[src/hdl/itp_pkg.sv]
// Shared types, character codes and decode functions for the infix-to-postfix converter.
// Used by infix_to_postfix_converter and itp_checker; depends on nothing else.
`default_nettype none

package itp_pkg;

   localparam logic [7:0] CH_PLUS   = 8'h2B;
   localparam logic [7:0] CH_MINUS  = 8'h2D;
   localparam logic [7:0] CH_STAR   = 8'h2A;
   localparam logic [7:0] CH_SLASH  = 8'h2F;
   localparam logic [7:0] CH_CARET  = 8'h5E;
   localparam logic [7:0] CH_LPAREN = 8'h28;
   localparam logic [7:0] CH_RPAREN = 8'h29;
   localparam logic [7:0] CH_SPACE  = 8'h20;
   localparam logic [7:0] CH_TAB    = 8'h09;
   localparam logic [7:0] CH_NUL    = 8'h00;

   typedef enum logic [2:0] {
      OP_ADD    = 3'd0,
      OP_SUB    = 3'd1,
      OP_MUL    = 3'd2,
      OP_DIV    = 3'd3,
      OP_POW    = 3'd4,
      OP_LPAREN = 3'd5
   } op_code_type;

   typedef enum logic [1:0] {
      KIND_CHAR    = 2'd0,
      KIND_END     = 2'd1,
      KIND_INVALID = 2'd2
   } rsp_kind_type;

   typedef enum logic [1:0] {
      ST_IDLE,
      ST_CHK,
      ST_FIN,
      ST_MARK
   } state_type;

   typedef enum logic [1:0] {
      MODE_END,
      MODE_RPAREN,
      MODE_OP
   } mode_type;

   function automatic logic is_alnum(input logic [7:0] c);
      is_alnum = (c >= 8'h30 && c <= 8'h39) || (c >= 8'h41 && c <= 8'h5A) ||
                 (c >= 8'h61 && c <= 8'h7A);
   endfunction

   function automatic logic is_space(input logic [7:0] c);
      is_space = (c == CH_SPACE) || (c == CH_TAB);
   endfunction

   function automatic logic is_operator(input logic [7:0] c);
      is_operator = (c == CH_PLUS) || (c == CH_MINUS) || (c == CH_STAR) ||
                    (c == CH_SLASH) || (c == CH_CARET);
   endfunction

   function automatic logic [2:0] char_to_op(input logic [7:0] c);
      unique case (c)
         CH_MINUS: char_to_op = OP_SUB;
         CH_STAR:  char_to_op = OP_MUL;
         CH_SLASH: char_to_op = OP_DIV;
         CH_CARET: char_to_op = OP_POW;
         default:  char_to_op = OP_ADD;
      endcase
   endfunction

   // Codes six and seven are never stored; they fold back as ADD and SUB.
   function automatic logic [7:0] op_to_char(input logic [2:0] code);
      unique case (code)
         OP_ADD:    op_to_char = CH_PLUS;
         OP_SUB:    op_to_char = CH_MINUS;
         OP_MUL:    op_to_char = CH_STAR;
         OP_DIV:    op_to_char = CH_SLASH;
         OP_POW:    op_to_char = CH_CARET;
         OP_LPAREN: op_to_char = CH_LPAREN;
         3'd6:      op_to_char = CH_PLUS;
         default:   op_to_char = CH_MINUS;
      endcase
   endfunction

   function automatic logic [1:0] op_prec(input logic [2:0] code);
      unique case (code)
         OP_MUL, OP_DIV: op_prec = 2'd2;
         OP_POW:         op_prec = 2'd3;
         OP_LPAREN:      op_prec = 2'd0;
         default:        op_prec = 2'd1;
      endcase
   endfunction

endpackage

`default_nettype wire

[src/hdl/infix_to_postfix_converter.sv]
// Streaming shunting-yard infix-to-postfix converter, top level.
// Depends on itp_pkg for operator codes, result kinds and character decode.
`default_nettype none

// Each req transaction carries one infix character (req_tuser = 0) or an end
// command (req_tuser = 1). Letters and digits leave at once as one rsp
// transaction; space, tab and unknown characters give nothing. Operators and
// '(' are kept on an operator stack of STACK_DEPTH entries held in a
// synchronous single-port-read memory with a registered read port; the
// stack pointer, the open-parenthesis count and a sticky error bit live in
// flip-flops. Whitespace, operands, unknown characters, '(', a ')' or an
// operator that finds the stack empty, and an end command on an invalid
// expression or an empty stack are handled without leaving the idle state.
// An operator or ')' that finds entries, or any other end command, holds off
// the next input while the stack is worked through, because every stack step
// waits for the memory read of the next lower entry. A low rsp_tready stalls
// these steps further. Every result sits in an output register, so a pending
// result never blocks acceptance of the next input if it is taken in the same
// cycle. rsp_tlast marks the last result caused by one input; an unmatched
// ')' or a push onto a full stack is recorded and reported as a single
// invalid-expression result at the end command.
module infix_to_postfix_converter #(
   parameter int STACK_DEPTH = 32
) (
   input  wire logic       clock,
   input  wire logic       reset,
   input  wire logic       req_tvalid,
   output logic            req_tready,
   input  wire logic [7:0] req_tdata,   // [7:0] in_char
   input  wire logic       req_tuser,   // [0] cmd
   output logic            rsp_tvalid,
   input  wire logic       rsp_tready,
   output logic [7:0]      rsp_tdata,   // [7:0] out_char
   output logic [1:0]      rsp_tuser,   // [1:0] kind
   output logic            rsp_tlast    // last
);

   localparam int CNT_W = $clog2(STACK_DEPTH + 1);
   localparam int IDX_W = (STACK_DEPTH > 1) ? $clog2(STACK_DEPTH) : 1;

   // Operator stack storage
   logic [2:0]       stack_mem [STACK_DEPTH];
   logic [2:0]       rd_data_ff;
   logic             rd_en;
   logic [IDX_W-1:0] rd_addr;
   logic             wr_en;
   logic [IDX_W-1:0] wr_addr;
   logic [2:0]       wr_data;

   // Control state
   itp_pkg::state_type state_ff, state_in;
   itp_pkg::mode_type  mode_ff, mode_in;
   logic [2:0]         op_ff, op_in;
   logic [CNT_W-1:0]   count_ff, count_in;
   logic [CNT_W-1:0]   open_ff, open_in;
   logic               err_ff, err_in;
   logic               pend_valid_ff, pend_valid_in;
   logic [7:0]         pend_char_ff, pend_char_in;

   // Output register
   logic               rsp_valid_ff, rsp_valid_in;
   logic [7:0]         rsp_char_ff;
   logic [1:0]         rsp_kind_ff;
   logic               rsp_last_ff;
   logic               out_free;
   logic               emit_en;
   logic [7:0]         emit_char;
   logic [1:0]         emit_kind;
   logic               emit_last;

   logic [CNT_W-1:0]   top_idx;
   logic [CNT_W-1:0]   below_idx;
   logic               stack_full;
   logic               pops;

   assign out_free   = !rsp_valid_ff || rsp_tready;
   assign top_idx    = count_ff - CNT_W'(1);
   assign below_idx  = count_ff - CNT_W'(2);
   assign stack_full = (count_ff == CNT_W'(STACK_DEPTH));
   assign wr_addr    = count_ff[IDX_W-1:0];

   // Decide whether the entry just read from the top leaves the stack.
   always_comb begin
      unique case (mode_ff)
         itp_pkg::MODE_END:    pops = 1'b1;
         itp_pkg::MODE_RPAREN: pops = (rd_data_ff != 3'(itp_pkg::OP_LPAREN));
         default:              pops = (itp_pkg::op_prec(rd_data_ff) >=
                                       itp_pkg::op_prec(op_ff));
      endcase
   end

   // Sequencer: next state, stack access and result generation
   always_comb begin
      state_in      = state_ff;
      mode_in       = mode_ff;
      op_in         = op_ff;
      count_in      = count_ff;
      open_in       = open_ff;
      err_in        = err_ff;
      pend_valid_in = pend_valid_ff;
      pend_char_in  = pend_char_ff;
      req_tready    = 1'b0;
      rd_en         = 1'b0;
      rd_addr       = top_idx[IDX_W-1:0];
      wr_en         = 1'b0;
      wr_data       = op_ff;
      emit_en       = 1'b0;
      emit_char     = itp_pkg::CH_NUL;
      emit_kind     = 2'(itp_pkg::KIND_CHAR);
      emit_last     = 1'b0;

      unique case (state_ff)
         itp_pkg::ST_IDLE: begin
            req_tready = out_free;
            if (req_tvalid && out_free) begin
               if (req_tuser) begin
                  if (open_ff != '0 || err_ff) begin
                     emit_en   = 1'b1;
                     emit_kind = 2'(itp_pkg::KIND_INVALID);
                     emit_last = 1'b1;
                     count_in  = '0;
                     open_in   = '0;
                     err_in    = 1'b0;
                  end else if (count_ff == '0) begin
                     emit_en   = 1'b1;
                     emit_kind = 2'(itp_pkg::KIND_END);
                     emit_last = 1'b1;
                  end else begin
                     mode_in  = itp_pkg::MODE_END;
                     rd_en    = 1'b1;
                     state_in = itp_pkg::ST_CHK;
                  end
               end else begin
                  priority if (itp_pkg::is_space(req_tdata)) begin
                     // skip whitespace
                  end else if (itp_pkg::is_alnum(req_tdata)) begin
                     emit_en   = 1'b1;
                     emit_char = req_tdata;
                     emit_last = 1'b1;
                  end else if (req_tdata == itp_pkg::CH_LPAREN) begin
                     if (stack_full) begin
                        err_in = 1'b1;
                     end else begin
                        wr_en    = 1'b1;
                        wr_data  = 3'(itp_pkg::OP_LPAREN);
                        count_in = count_ff + CNT_W'(1);
                        open_in  = open_ff + CNT_W'(1);
                     end
                  end else if (req_tdata == itp_pkg::CH_RPAREN) begin
                     if (count_ff == '0) begin
                        err_in = 1'b1;
                     end else begin
                        mode_in  = itp_pkg::MODE_RPAREN;
                        rd_en    = 1'b1;
                        state_in = itp_pkg::ST_CHK;
                     end
                  end else if (itp_pkg::is_operator(req_tdata)) begin
                     op_in = itp_pkg::char_to_op(req_tdata);
                     if (count_ff == '0) begin
                        wr_en    = 1'b1;
                        wr_data  = itp_pkg::char_to_op(req_tdata);
                        count_in = CNT_W'(1);
                     end else begin
                        mode_in  = itp_pkg::MODE_OP;
                        rd_en    = 1'b1;
                        state_in = itp_pkg::ST_CHK;
                     end
                  end else begin
                     // drop unknown characters
                  end
               end
            end
         end

         itp_pkg::ST_CHK: begin
            if (out_free) begin
               if (pops) begin
                  count_in = top_idx;
                  if (mode_ff == itp_pkg::MODE_END) begin
                     // flush: emit straight away, the end marker follows
                     emit_en   = 1'b1;
                     emit_char = itp_pkg::op_to_char(rd_data_ff);
                  end else begin
                     // hold the popped operator until we know if it is the last
                     emit_en       = pend_valid_ff;
                     emit_char     = pend_char_ff;
                     pend_valid_in = 1'b1;
                     pend_char_in  = itp_pkg::op_to_char(rd_data_ff);
                  end
                  if (count_ff == CNT_W'(1)) begin
                     if (mode_ff == itp_pkg::MODE_END) begin
                        state_in = itp_pkg::ST_MARK;
                     end else begin
                        if (mode_ff == itp_pkg::MODE_RPAREN) begin
                           err_in = 1'b1;
                        end
                        state_in = itp_pkg::ST_FIN;
                     end
                  end else begin
                     rd_en   = 1'b1;
                     rd_addr = below_idx[IDX_W-1:0];
                  end
               end else begin
                  if (mode_ff == itp_pkg::MODE_RPAREN) begin
                     count_in = top_idx;
                     open_in  = open_ff - CNT_W'(1);
                  end
                  state_in = itp_pkg::ST_FIN;
               end
            end
         end

         itp_pkg::ST_FIN: begin
            if (!pend_valid_ff || out_free) begin
               if (mode_ff == itp_pkg::MODE_OP) begin
                  if (stack_full) begin
                     err_in = 1'b1;
                  end else begin
                     wr_en    = 1'b1;
                     count_in = count_ff + CNT_W'(1);
                  end
               end
               emit_en       = pend_valid_ff;
               emit_char     = pend_char_ff;
               emit_last     = 1'b1;
               pend_valid_in = 1'b0;
               state_in      = itp_pkg::ST_IDLE;
            end
         end

         itp_pkg::ST_MARK: begin
            if (out_free) begin
               emit_en   = 1'b1;
               emit_kind = 2'(itp_pkg::KIND_END);
               emit_last = 1'b1;
               count_in  = '0;
               open_in   = '0;
               err_in    = 1'b0;
               state_in  = itp_pkg::ST_IDLE;
            end
         end

         default: begin
            state_in = itp_pkg::ST_IDLE;
         end
      endcase
   end

   // Advance the output register: load on emit, drop when taken
   always_comb begin
      if (emit_en) begin
         rsp_valid_in = 1'b1;
      end else if (rsp_tready) begin
         rsp_valid_in = 1'b0;
      end else begin
         rsp_valid_in = rsp_valid_ff;
      end
   end

   // Stack memory: writes and reads never target one entry in the same cycle,
   // since pushes happen only outside the pop loop.
   always_ff @(posedge clock) begin
      if (wr_en) begin
         stack_mem[wr_addr] <= wr_data;
      end
   end

   always_ff @(posedge clock) begin
      if (rd_en) begin
         rd_data_ff <= stack_mem[rd_addr];
      end
   end

   // Control registers
   always_ff @(posedge clock) begin
      if (reset) begin
         state_ff      <= itp_pkg::ST_IDLE;
         count_ff      <= '0;
         open_ff       <= '0;
         err_ff        <= 1'b0;
         pend_valid_ff <= 1'b0;
         rsp_valid_ff  <= 1'b0;
      end else begin
         state_ff      <= state_in;
         count_ff      <= count_in;
         open_ff       <= open_in;
         err_ff        <= err_in;
         pend_valid_ff <= pend_valid_in;
         rsp_valid_ff  <= rsp_valid_in;
      end
   end

   // Payload registers
   always_ff @(posedge clock) begin
      mode_ff      <= mode_in;
      op_ff        <= op_in;
      pend_char_ff <= pend_char_in;
      if (emit_en) begin
         rsp_char_ff <= emit_char;
         rsp_kind_ff <= emit_kind;
         rsp_last_ff <= emit_last;
      end
   end

   assign rsp_tvalid = rsp_valid_ff;
   assign rsp_tdata  = rsp_char_ff;
   assign rsp_tuser  = rsp_kind_ff;
   assign rsp_tlast  = rsp_last_ff;

endmodule

`default_nettype wire

[config.mk]
export PLATFORM = sky130hd
export DESIGN_NAME = infix_to_postfix_converter
export DESIGN_NICKNAME = d
export VERILOG_FILES = /design/src/hdl/itp_pkg.sv /design/src/hdl/infix_to_postfix_converter.sv
export SDC_FILE = /design/constraint.sdc
export NUM_CORES = 1
export LEC_CHECK = 0
export CAP_MARGIN = 10
export CORE_UTILIZATION = 46
export CTS_CLUSTER_DIAMETER = 150
export CTS_CLUSTER_SIZE = 20
export DETAILED_ROUTE_END_ITERATION = 12
export DONT_BUFFER_PORTS = 1
export PLACE_DENSITY_LB_ADDON = 0.2
export SLEW_MARGIN = 15
export SYNTH_ARGS = -nofsm -noshare
export SYNTH_HDL_FRONTEND = slang
export SYNTH_SLANG_ARGS = --single-unit
[constraint.sdc]
create_clock -name clock -period 3.6 [get_ports clock]
set_clock_uncertainty 0.15 [all_clocks]
set_input_delay 0.18 -clock clock [delete_from_list [all_inputs] [get_ports clock]]
set_output_delay 0.18 -clock clock [all_outputs]
set_load 0.05 [all_outputs]
# ---- Word level (Yosys, flattened, before mapping)
# Memories as Yosys holds them, arrays and structs flattened. A register that Yosys moved wholly into a read port is not among the register bits.
# Cells that the tools add are included.
dict set report op_classes {
  n_addsub 5
  n_lt_le_gt_ge 7
  n_eq_ne 57
  muxes 155
  bitwise 6
  reduce_logical 37
}
# operator count
set op_table {}
lappend op_table {{$mux 6} 25}
lappend op_table {{$mux 8} 8}
lappend op_table {{$mux 1} 63}
lappend op_table {{$mux 2} 29}
lappend op_table {{$eq 8x6->1 const B} 7}
lappend op_table {{$pmux 7 s5} 1}
lappend op_table {{$ne 2x2->1 const B} 17}
lappend op_table {{$mux 3} 10}
lappend op_table {{$ne 3x3->1 const B} 10}
lappend op_table {{$pmux 6 s4} 1}
lappend op_table {{$pmux 8 s3} 1}
lappend op_table {{$mux 5} 4}
lappend op_table {{$ne 4x4->1 const B} 5}
lappend op_table {{$reduce_and 10->1} 2}
lappend op_table {{$pmux 6 s3} 1}
lappend op_table {{$ge 8x7->1 const B} 2}
lappend op_table {{$le 8x7->1 const B} 2}
lappend op_table {{$eq 3x3->1 const B} 5}
lappend op_table {{$reduce_and 14->1} 1}
lappend op_table {{$add 6x1->6 const B} 2}
lappend op_table {{$eq 3x2->1 const B} 4}
lappend op_table {{$pmux 2 s3} 2}
lappend op_table {{$pmux 3 s4} 1}
lappend op_table {{$reduce_and 12->1} 1}
lappend op_table {{31 further kinds} 63}
dict set report word_totals {
  register_bits 41
  ram_bits 96
  inputBits 13
  wordCells 280
  memories 1
}
# memory depth width read_ports rd_ports_with_merged_regs wr line_no
set mem_list {}
lappend mem_list {stack_mem 32 3 1 1 1 infix_to_postfix_converter.sv:42} ;# logic [2:0] stack_mem [STACK_DEPTH];

# ---- Longest topological paths before layout
# Gate-level depths: netlist of the first run.
dict set report depth {
  depth_word 15
  mapped_depth 15
}

# ---- Least setup slack after synthesis of the first run
# Ideal clock, no wire load.
dict set report synth_path {
  path_kind {register to register}
  from {register count_ff[0]}
  to {memory stack_mem[0][1], data pin}
  t_arrival_ps 3329
  t_required_ps 2996
  setup_slack_ps -333
  stages_incl_launch_ff 11
  path_buffers 4
  period_less_slack_ps 3933
  cell_sequence {dfxtp_1 -> buf_2 -> buf_2 -> buf_2 -> clkinv_1 -> ha_1 -> clkbuf_1 -> nand3_1 -> nor2_1 -> o2111ai_1 -> o21ai_0}
}
dict set report synth_via {
  elab_chain_len 10
  elab_cells_between_ends 12
}
# element line_no
set synth_rtl {}
lappend synth_rtl {{start, declared} infix_to_postfix_converter.sv:54} ;# logic [CNT_W-1:0] count_ff, count_in;
lappend synth_rtl {{start signal, assigned} infix_to_postfix_converter.sv:285} ;# count_ff <= count_in;
lappend synth_rtl {{$logic_not 6->1} infix_to_postfix_converter.sv:159} ;# if (count_ff == '0) begin
lappend synth_rtl {{$mux 3} infix_to_postfix_converter.sv:159}
lappend synth_rtl {{$mux 3} infix_to_postfix_converter.sv:157} ;# end else if (itp_pkg::is_operator(req_tdata)) begin
lappend synth_rtl {{$mux 3} infix_to_postfix_converter.sv:149} ;# end else if (req_tdata == itp_pkg::CH_RPAREN) begin
lappend synth_rtl {{$mux 3 (*)} infix_to_postfix_converter.sv:140} ;# end else if (req_tdata == itp_pkg::CH_LPAREN) begin
lappend synth_rtl {{$mux 3 (*)} infix_to_postfix_converter.sv:136} ;# end else if (itp_pkg::is_alnum(req_tdata)) begin
lappend synth_rtl {{$mux 3 (*)} infix_to_postfix_converter.sv:134} ;# priority if (itp_pkg::is_space(req_tdata)) begin
lappend synth_rtl {{$mux 3 (*)} infix_to_postfix_converter.sv:116} ;# if (req_tuser) begin
lappend synth_rtl {{$mux 3 (*)} infix_to_postfix_converter.sv:115} ;# if (req_tvalid && out_free) begin
lappend synth_rtl {{$mux 3 (*)} infix_to_postfix_converter.sv:112} ;# unique case (state_ff)
lappend synth_rtl {{via wr_data[1]} infix_to_postfix_converter.sv:48} ;# logic [2:0] wr_data;
lappend synth_rtl {{end, declared} infix_to_postfix_converter.sv:42}
# Mark *: on every way through the listed nets, which the timed path passes. The rest lies on a longest branch.

# ---- Worst setup path after layout of the first run
dict set report layout_path {
  from {register rd_data_ff[1], read port of stack_mem}
  to {register rd_data_ff[1], read port of stack_mem, data pin}
}
dict set report layout_via {
  elab_chain_len 9
  elab_cells_between_ends 16
}
# element line_no
set layout_rtl {}
lappend layout_rtl {{start, declared} infix_to_postfix_converter.sv:43} ;# logic [2:0] rd_data_ff;
lappend layout_rtl {{$eq 3x2->1} itp_pkg.sv:85} ;# unique case (code)
lappend layout_rtl {{$reduce_or 2->1} itp_pkg.sv:85}
lappend layout_rtl {{$pmux 2 s3} itp_pkg.sv:85}
lappend layout_rtl {{$mux 2} infix_to_postfix_converter.sv:84} ;# unique case (mode_ff)
lappend layout_rtl {{$ge 2x2->1} infix_to_postfix_converter.sv:87} ;# default: pops = (itp_pkg::op_prec(rd_data_ff) >=
lappend layout_rtl {{$pmux 1 s2 (*)} infix_to_postfix_converter.sv:84}
lappend layout_rtl {{$mux 1 or $mux 5 (tied branches)} infix_to_postfix_converter.sv:177} ;# if (pops) begin
lappend layout_rtl {{$mux 1 or $mux 5 (tied branches)} infix_to_postfix_converter.sv:176} ;# if (out_free) begin
lappend layout_rtl {{$pmux 1 s2 or $mux 5 (tied branches)} infix_to_postfix_converter.sv:112}
# Every way passes the cells marked *; elsewhere a longest branch is shown, timed or not. The select of a mux whose other input is x is not followed.
# A chain may end at the register's enable or synchronous reset.

==> metrics.md, run 1 <==
| Metric | Value |
|---|---|
| Mapped Area | 8050 um2 |
| Maximum VDD drop | 0.360 mV |
| Net count after synthesis | 746 |
| Share of cells above drive strength 1 | 0.174 |
| Reg-to-Reg Start | rd_data_ff[1] |
| FMAX | 290 MHz |
| Gr ovfl total | 0 |
| Drt wl/cell | 21.3 um |
| ANT nets after route | 0 |
| Critical path type | reg -> reg |
| Multiplexer area fraction after synthesis | 0.166 |
| Most frequent cell after synthesis | edfxtp_1 |
| Reg clk slew, reported paths | 0.06 ns |
| Synth cell count leaders | edfxtp_1 (120), nand2_1 (87), nor2_1 (66) |
| Vias/cell | 6.33 |
| DRT Pass-1 Iters | 5 |
| Layout net count | 767 |
| Register area share after synthesis | 0.490 |
| Least-Margin Pin Slew | 0.876 ns |
| Reg2Reg Setup Slack | 0.15 ns |
| DR DRC count | 0 |
| Fillers | 1444 |
| Power, Total | 4.36 mW |
| Wirelength, routed | 20600 um |
| Vias in the first global route | 5941 |
| Yosys top cell area share | 0.448 |
| Power per cell area | 476 nW/um2 |
| Slew Viols, Final | 0 |
| Period minus WS final | 3.45 ns |
| Later-pin clock latency in the skew report | 0.43 ns |
| Asr flop ratio synth | 0 |
| Leakage | 3.21 nW |
| Post-synthesis area per instance | 11.3 um2 |
| Placement Setup Slack | 0.186 ns |
| Total CTS buffers | 17 |
| Post-synthesis simple-gate area fraction | 0.145 |
| MaxCap Viol Count | 0 |
| Die W | 134 um |
| # diodes | 0 |
| Slew HR | 0.412 |
| Die ar. | 18000 um2 |
| Largest area contributor in the synthesized netlist | edfxtp_1 |
| Final period utilization | 0.958 |
| GP Congestion | 0.895 |
| CP arrival | 3.59 ns |
| Non-Filler Instances | 968 |
| CTS H-tree lvls | 4 |
| HP Class | in -> reg |
| CTS tree | built |
| GRT Util Overall | 0.240 |
| Crit path max fanout | 11 |
| Initial DRC Count | 762 |
| Starting Density | 0.478 |
| Length in cells of the worst reg-to-reg path | 12 |
| Setup crit start kind | register |
| Via count | 6128 |
| Status | finished clean |
| FF-to-FF End | rd_data_ff[1] |
| Root buf cell | clkbuf_16 |
| Final Hold Viols | 0 |
| Post-Synthesis Cells | 715 |
| Rows | 47 |
| Yosys cell types | 71 |
| Wire length of the first global-routing pass | 32300 um |
| Clk buf depth | 2 |
| Final setup margin | 0.152 ns |
| Worst setup EP type | register |
| Cell total after placement | 926 |
| DPL Wire Length | 14400 um |
| Die height | 134 um |
| Synth Area in XOR/XNOR | 0.00855 |
| Crit. Startpoint | rd_data_ff[1] |
| # IOs | 26 |
| Hold_ws | 0.0121 ns |
| Ys Warns | 0 |
| Antenna violations before repair | 0 |
| Synthesized flop and latch total | 137 |
| Post-Synth Adder-Cell Area | 0.0280 |
| Core area | 16800 um2 |
| # setup viols final | 0 |
| Ys flop type | edfxtp_1 |
| Compound-Gate Fraction of Synth Area | 0.123 |
| Post-layout util | 0.545 |
| Number of enable flip-flop cells after synthesis | 120 |
| Maximum number of pins on one net before global-route repair | 33 |
| Area grow syn2layout | 13.9% |
| Top cells by area in the synthesized netlist | edfxtp_1 (45%), mux4_2 (7.6%), mux2i_1 (5.8%) |
| CP Data Required Time | 3.75 ns |
| Sink Count | 137 |
| Input/output buffers | 0 |
| CP endpoint | rd_data_ff[1] |
| Largest family of logic cells by synthesized area | multiplexers |
[kinds of logic after synthesis]
| logic type | count (synthesis) |
|---|---|
| simple gates | 247 |
| mux | 93 |
| buf+inv | 71 |
| xor+xnor | 7 |
| flops | 137 |
| other cells | 1 |
| compound gates | 141 |
| fa+ha+maj | 18 |
[sequential cells by signal, summed over array words and instances, names as in the netlist]
name and flops:
rd_data_ff 3, pend_valid_ff 1, rsp_tuser 2, count_ff 6
pend_char_ff 5, open_ff 6, stack_mem 96, rsp_tvalid 1
err_ff 1, op_ff 3, state_ff 2, rsp_tlast 1
rsp_tdata 8, mode_ff 2
[cell type report]
cell class / instances / area [um2] / share of cell area
clock buffers: 19 / 433 / 0.0473
clock inverters: 12 / 151 / 0.0165
repair buffers: 52 / 430 / 0.0470
inverters: 21 / 78.8 / 0.00860
well taps: 220 / 275 / 0.0300
flip-flops and latches: 137 / 3950 / 0.431
multi-input cells: 507 / 3850 / 0.420
[through the flow]
step	area, um2	setup TNS (ns)
2_1_floorplan	8060	0
3_3_place_gp	8450	0
3_5_place_dp	8450	0
4_1_cts	9150	0
5_1_grt	9160	-0.0159
6_report	9160	0
[layer usage]
layer / vias up / routed length [um] / GRT usage
li1: 2777 / - / -
met2: 322 / 9650 / 0.375
met1: 2975 / 8780 / 0.324
met3: 54 / 1560 / 0.0514
met4: 0 / 587 / 0.0974
met5: - / 0 / 0
[power by group]
| group | leakage [nW] | internal [mW] | total (mW) | switching (mW) |
|---|---|---|---|---|
| logic | 1.69 | 0.353 | 0.795 | 0.442 |
| registers | 1.25 | 1.75 | 1.81 | 0.0609 |
| clock network | 0.275 | 1.08 | 1.75 | 0.670 |
[critical path, stage by stage (launching register included)]
cell and delay [ns]:
edfxtp_1 0.39, nand2b_1 0.19, or2_2 0.33, nand2_1 0.08
ha_1 0.13, inv_1 0.04, o21ai_0 0.38, and3_2 0.39
buf_4 0.21, mux4_2 0.51, mux2_2 0.28, nand3_1 0.08
o311a_1 0.17
[worst min-delay path by stage]
stage / endpoint / from / depth (start not counted) / slack (ns)
after floorplan: mode_ff[0] / req_tuser / 1 / 0.22
after global placement: count_ff[0] / reset / 1 / 0.10
after detailed placement: open_ff[2] / reset / 1 / 0.10
after CTS: open_ff[2] / req_tuser / 4 / 0.0008
after global routing: open_ff[2] / req_tuser / 4 / 0.04
final: open_ff[2] / req_tuser / 4 / 0.01
[layout by cell type (no fill, tap or decap), drive strengths merged, types with 20 or more instances in the layout]
cell    netlist  routed
inv          20      21
buf          21      41
mux4         30      30
mux2i        47      47
nand3        20      20
nor2         66      66
nand2        87      87
a21oi        31      31
edfxtp      120     120
[what timing repair did]
action,4_1_cts,5_1_grt
buffers inserted,0,0
gates resized for setup,0,2
hold buffers,11,0
hold endpoints to repair,33,0
endpoints found under the setup margin,0,3
Power figures use the tool's default switching activity.
==> run 2, diff against run 1 <==
--- a/config.mk
+++ b/config.mk
@@ -6,7 +6,7 @@
 export NUM_CORES = 1
 export LEC_CHECK = 0
 export CAP_MARGIN = 10
-export CORE_UTILIZATION = 46
+export CORE_UTILIZATION = 58
 export CTS_CLUSTER_DIAMETER = 150
 export CTS_CLUSTER_SIZE = 20
 export DETAILED_ROUTE_END_ITERATION = 12
==> run 2 against run 1 <==
Effect of this change:
- cell count fell by 5.8%
- sequential share of layout area is 0.72 points higher
- clock-buffer cell count unchanged
- largest power group unchanged
- first-iteration DRC count rose by 11%
- highest routed layer unchanged
- core utilization up 13 points
- setup slack improved by 0.080 ns
- critical path type unchanged
- routed wire length fell by 3.8%
- critical path depth grew 1
==> metrics.md, run 2 (same netlist as run 1, synthesis figures left out) <==
| Metric | Value |
|---|---|
| Worst Hold Path EP | open_ff[2] |
| Length in cells of the worst reg-to-reg path | 13 |
| Top reg by flops | stack_mem |
| DR DRC count | 0 |
| RSZ-0062 raised after global routing | no |
| Root buf cell | clkbuf_16 |
| Critical path cell sequence | nand2b_1 > or2_2 > nand2_1 > ha_1 > inv_1 > o21ai_0 > buf_4 > nand3_1 > buf_4 > mux2_2 > o21ai_1 > o2bb2ai_1 > mux2_2 |
| Setup crit start kind | register |
| Die W | 120 um |
| Hold_sp | req_tuser |
| CTS tree | built |
| Die ar. | 14300 um2 |
| Layout Cell Area excl Fill | 9010 um2 |
| CP Data Required Time | 3.62 ns |
| CP arrival | 3.39 ns |
| Hold_ws | 0.0272 ns |
| Clk buf depth | 2 |
| Drt wl/cell | 21.7 um |
| Leakage | 3.17 nW |
| Hold path depth | 4 |
| Least-Margin Pin Slew | 0.975 ns |
| Most frequent cells in the layout | edfxtp_1 (120), nand2_1 (87), nor2_1 (66) |
| Total CTS buffers | 17 |
| Maximum number of pins on one net before global-route repair | 37 |
| # IOs | 26 |
| Fraction of power consumed by sequential logic | 0.417 |
| Psw | 1.17 mW |
| DRT Pass-1 Iters | 6 |
| Rows | 42 |
| Area grow syn2layout | 12.0% |
| FF-to-FF End | rd_data_ff[0] |
| Core area | 13400 um2 |
| Sw Ratio | 0.269 |
| Reg clk slew, reported paths | 0.06 ns |
| DPL Wire Length | 13700 um |
| Die height | 120 um |
| Antenna violations before repair | 0 |
| Comb pwr share | 0.177 |
| CTS H-tree lvls | 4 |
| Vias/cell | 6.67 |
| Share of cells above drive strength 1 | 0.162 |
| Vias in the first global route | 5993 |
| Reg2Reg Setup Slack | 0.23 ns |
| Wire length of the first global-routing pass | 31900 um |
| Slew HR | 0.348 |
| Commonest non-fill, non-tap cell in the layout | edfxtp_1 |
| Via count | 6081 |
| GP Congestion | 0.943 |
| Post-layout util | 0.672 |
| Power, Total | 4.36 mW |
| Maximum VDD drop | 0.449 mV |
| Slowest CP cell | mux2_2 |
| Later-pin clock latency in the skew report | 0.43 ns |
| Final period utilization | 0.935 |
| ANT nets after route | 0 |
| Initial DRC Count | 845 |
| Power per cell area | 484 nW/um2 |
| Cell total after placement | 869 |
| GRT Util Overall | 0.295 |
| HP Class | in -> reg |
| Crit path max fanout | 11 |
| MaxCap Viol Count | 0 |
| Largest register FFs | 96 |
| Final Hold Viols | 0 |
| Sink Count | 137 |
| Status | finished clean |
| P_int | 3.19 mW |
| # diodes | 0 |
| Gr ovfl total | 0 |
| FMAX | 297 MHz |
| Reg-to-Reg Start | rd_data_ff[1] |
| Critical path type | reg -> reg |
| CP bufs+invs | 3 |
| Layout net count | 754 |
| Slew Viols, Final | 0 |
| Placement Setup Slack | 0.135 ns |
| Period minus WS final | 3.37 ns |
| Post-Place Cell Area | 8300 um2 |
| CP delay by family, top | simple AND/OR/NAND/NOR gates |
| Starting Density | 0.600 |
| Input/output buffers | 0 |
| Final setup margin | 0.232 ns |
| Non-Filler Instances | 912 |
| Delay of the slowest cell on the worst path | 0.44 ns |
| # setup viols final | 0 |
| Clk pwr share | 0.406 |
| Worst setup EP type | register |
| Wirelength, routed | 19800 um |
| Fin Setup TNS | 0 ns |
run 2: worst max-delay path by stage:
stage / cells past startpoint / slack, ns / start / endpoint
floorplan: 13 / 0.03 / count_ff[0] / rd_data_ff[0]
global placement: 13 / 0.18 / rd_data_ff[1] / rd_data_ff[1]
detailed placement: 13 / 0.13 / rd_data_ff[1] / rd_data_ff[1]
CTS: 13 / 0.12 / rd_data_ff[1] / rd_data_ff[1]
global route: 13 / 0.0005 / rd_data_ff[1] / rd_data_ff[0]
finish: 13 / 0.23 / rd_data_ff[1] / rd_data_ff[0]
run 2: what timing repair did:
action                     4_1_cts  5_1_grt
buffers inserted                 0        0
hold buffers                    11        0
setup endpoints to repair        0        3
hold endpoints to repair        33        0
resized for setup                0        2
run 2: area by class of cell:
| cell class | instances | area, um2 |
|---|---|---|
| clock inverters | 13 | 169 |
| flip-flops and latches | 137 | 3950 |
| repair buffers | 39 | 345 |
| well taps | 176 | 220 |
| clock buffers | 19 | 433 |
| inverters | 21 | 78.8 |
| fillers | 959 | 4390 |
| multi-input cells | 507 | 3820 |
run 2: power by group through the flow:
stage	Combinational [mW]	Sequential [mW]	Clock, mW
final	0.772	1.82	1.77
after global routing	0.828	1.82	1.85
after CTS	0.762	1.82	1.79
after detailed placement	0.741	1.85	0
after global placement	0.726	1.85	0
after floorplan	0.571	1.84	0
run 2: tightest hold or removal path, stage by stage:
cell and delay (ns):
nor3_1 0.10, nand2_1 0.10, a211o_1 0.12, a21oi_1 0.05
run 2: routing by layer:
layer / routed length [um] / share of wire / GRT usage / vias to the layer above
met5: 0 / 0 / 0 / -
met4: 603 / 0.030 / 0.119 / 0
met3: 1360 / 0.068 / 0.0680 / 51
met2: 9910 / 0.50 / 0.497 / 287
met1: 7940 / 0.40 / 0.367 / 2989
li1: - / - / - / 2754
==> run 3, diff against run 2 <==
--- a/config.mk
+++ b/config.mk
@@ -6,7 +6,7 @@
 export NUM_CORES = 1
 export LEC_CHECK = 0
 export CAP_MARGIN = 10
-export CORE_UTILIZATION = 58
+export CORE_UTILIZATION = 55
 export CTS_CLUSTER_DIAMETER = 150
 export CTS_CLUSTER_SIZE = 20
 export DETAILED_ROUTE_END_ITERATION = 12
==> run 3 against run 2 <==
Effect of this change:
- cell area rose by 0.69%
- largest power group is now the clock network
- sequential share of layout area shrank 0.30 points
- core utilization shrank 2.9 points
- setup slack better by 0.028 ns
- sequential power about the same
- total power rose by 2.2%
- cell count grew 0.77%
- worst hold slack about the same
==> metrics.md, run 3 (same netlist as run 1, synthesis figures left out) <==
| Metric | Value |
|---|---|
| Status | finished clean |
| P_int | 3.31 mW |
| Rows | 43 |
| DRT Pass-1 Iters | 7 |
| Sink Count | 137 |
| MaxCap Viol Count | 0 |
| Delay of the slowest cell on the worst path | 0.48 ns |
| Via count | 6065 |
| DPL Wire Length | 14100 um |
| Die height | 123 um |
| # diodes | 0 |
| Reg2Reg Setup Slack | 0.26 ns |
| CP endpoint | rd_data_ff[2] |
| GP Congestion | 0.923 |
| Crit. Startpoint | count_ff[0] |
| Hold path depth | 3 |
| Later-pin clock latency in the skew report | 0.43 ns |
| Critical path cell sequence | clkinv_1 > ha_1 > xor2_4 > buf_4 > mux2_2 > a31oi_1 > a211oi_1 > a311oi_1 > o2bb2ai_1 > mux2_2 |
| Power, Total | 4.46 mW |
| CP Data Required Time | 3.63 ns |
| Starting Density | 0.571 |
| Critical path type | reg -> reg |
| DR DRC count | 0 |
| CP bufs+invs | 2 |
| Cell mode on critical path | mux2_2 |
| Reg-to-Reg Start | count_ff[0] |
| Clk buf depth | 2 |
| Psw | 1.15 mW |
| CP delay by family, top | compound AO/OA/AOI/OAI gates |
| Crit path max fanout | 15 |
| Final Hold Viols | 0 |
| Vias in the first global route | 5941 |
| Vias/cell | 6.60 |
| Final period utilization | 0.928 |
| Commonest non-fill, non-tap cell in the layout | edfxtp_1 |
| Area grow syn2layout | 12.8% |
| Worst setup EP type | register |
| Post-layout util | 0.644 |
| Maximum VDD drop | 0.362 mV |
| Sw Ratio | 0.257 |
| Period minus WS final | 3.34 ns |
| CTS H-tree lvls | 4 |
| Total CTS buffers | 17 |
| Postcts setup bufs | 0 |
| Die W | 123 um |
| Clk pwr share | 0.420 |
| Layout net count | 758 |
| Reg clk slew, reported paths | 0.06 ns |
| Slew HR | 0.387 |
| Least-Margin Pin Slew | 0.915 ns |
| Root buf cell | clkbuf_16 |
| Antenna violations before repair | 0 |
| CP arrival | 3.37 ns |
| Core area | 14100 um2 |
| # IOs | 26 |
| Comb pwr share | 0.173 |
| Power per cell area | 491 nW/um2 |
| FMAX | 299 MHz |
| GRT Util Overall | 0.281 |
| Top reg by flops | stack_mem |
| Largest register FFs | 96 |
| Fraction of power consumed by sequential logic | 0.407 |
| WP depth | 10 |
| Slew Viols, Final | 0 |
| Input/output buffers | 0 |
| Gr ovfl total | 0 |
| Leakage | 3.19 nW |
| Fillers | 1092 |
| Setup crit start kind | register |
| Fin Setup TNS | 0 ns |
| # setup viols final | 0 |
| Wire length of the first global-routing pass | 31100 um |
| Wirelength, routed | 20000 um |
| Length in cells of the worst reg-to-reg path | 10 |
| Initial DRC Count | 699 |
| ANT nets after route | 0 |
| Slowest CP cell | dfxtp_2 |
| Maximum number of pins on one net before global-route repair | 33 |
| Most frequent cells in the layout | edfxtp_1 (120), nand2_1 (87), nor2_1 (66) |
| Die ar. | 15100 um2 |
| Share of cells above drive strength 1 | 0.164 |
| HP Class | in -> reg |
| RSZ-0062 raised after global routing | no |
| FF-to-FF End | rd_data_ff[2] |
| CTS tree | built |
| Drt wl/cell | 21.8 um |
-- run 3: repair_timing --
action,in CTS,in global routing
setup endpoints to repair,0,3
gates resized for setup,0,2
hold buffers,11,0
hold endpoints to repair,33,0
-- run 3: metrics by stage --
stage / hold slack [ns] / instance area [um2] / std cells / setup slack [ns]
final: 0.0274 / 9070 / 919 / 0.261
after global routing: 0.0238 / 9070 / 919 / 0.0531
after CTS: 0.00300 / 9070 / 919 / 0.159
after detailed placement: 0.105 / 8330 / 877 / 0.189
after global placement: 0.103 / 8330 / 877 / 0.233
after floorplan: 0.215 / 8060 / 715 / 0.0325
-- run 3: area by class of cell --
class                      instances  area (um2)  share of cell area
timing repair buffer              43         375              0.0414
multi-input combinational        507        3820               0.421
sequential                       137        3950               0.435
clock inverter                    13         200              0.0221
clock buffer                      18         429              0.0473
tap                              180         225              0.0248
inverter                          21        78.8             0.00869
-- run 3: worst min-delay path by stage --
stage	from	end
after floorplan	req_tuser	mode_ff[0]
after global placement	reset	open_ff[4]
after detailed placement	reset	rsp_tvalid
after CTS	req_tdata[0]	op_ff[1]
after global routing	req_tdata[0]	op_ff[1]
final	req_tdata[0]	op_ff[1]
-- run 3: metal layers --
layer / GRT usage / vias to the layer above / wire [um]
met1: 0.331 / 2923 / 7810
met3: 0.0535 / 66 / 1360
li1: - / 2766 / -
met5: 0 / - / 0
met4: 0.134 / 0 / 620
met2: 0.492 / 310 / 10200
-- run 3: worst register-to-register path, stage by stage, from the launching register on --
cell	delay, ns
dfxtp_2	0.48
clkinv_1	0.17
ha_1	0.31
xor2_4	0.36
buf_4	0.28
mux2_2	0.37
a31oi_1	0.16
a211oi_1	0.07
a311oi_1	0.40
o2bb2ai_1	0.10
mux2_2	0.27
-- run 3: power by group through the flow --
stage                     clock network, mW  registers, mW  logic [mW]
final                                  1.87           1.81       0.770
after CTS                              1.89           1.81       0.762
after global placement                    0           1.84       0.728
after floorplan                           0           1.84       0.571
after detailed placement                  0           1.85       0.741
after global routing                   1.96           1.82       0.827
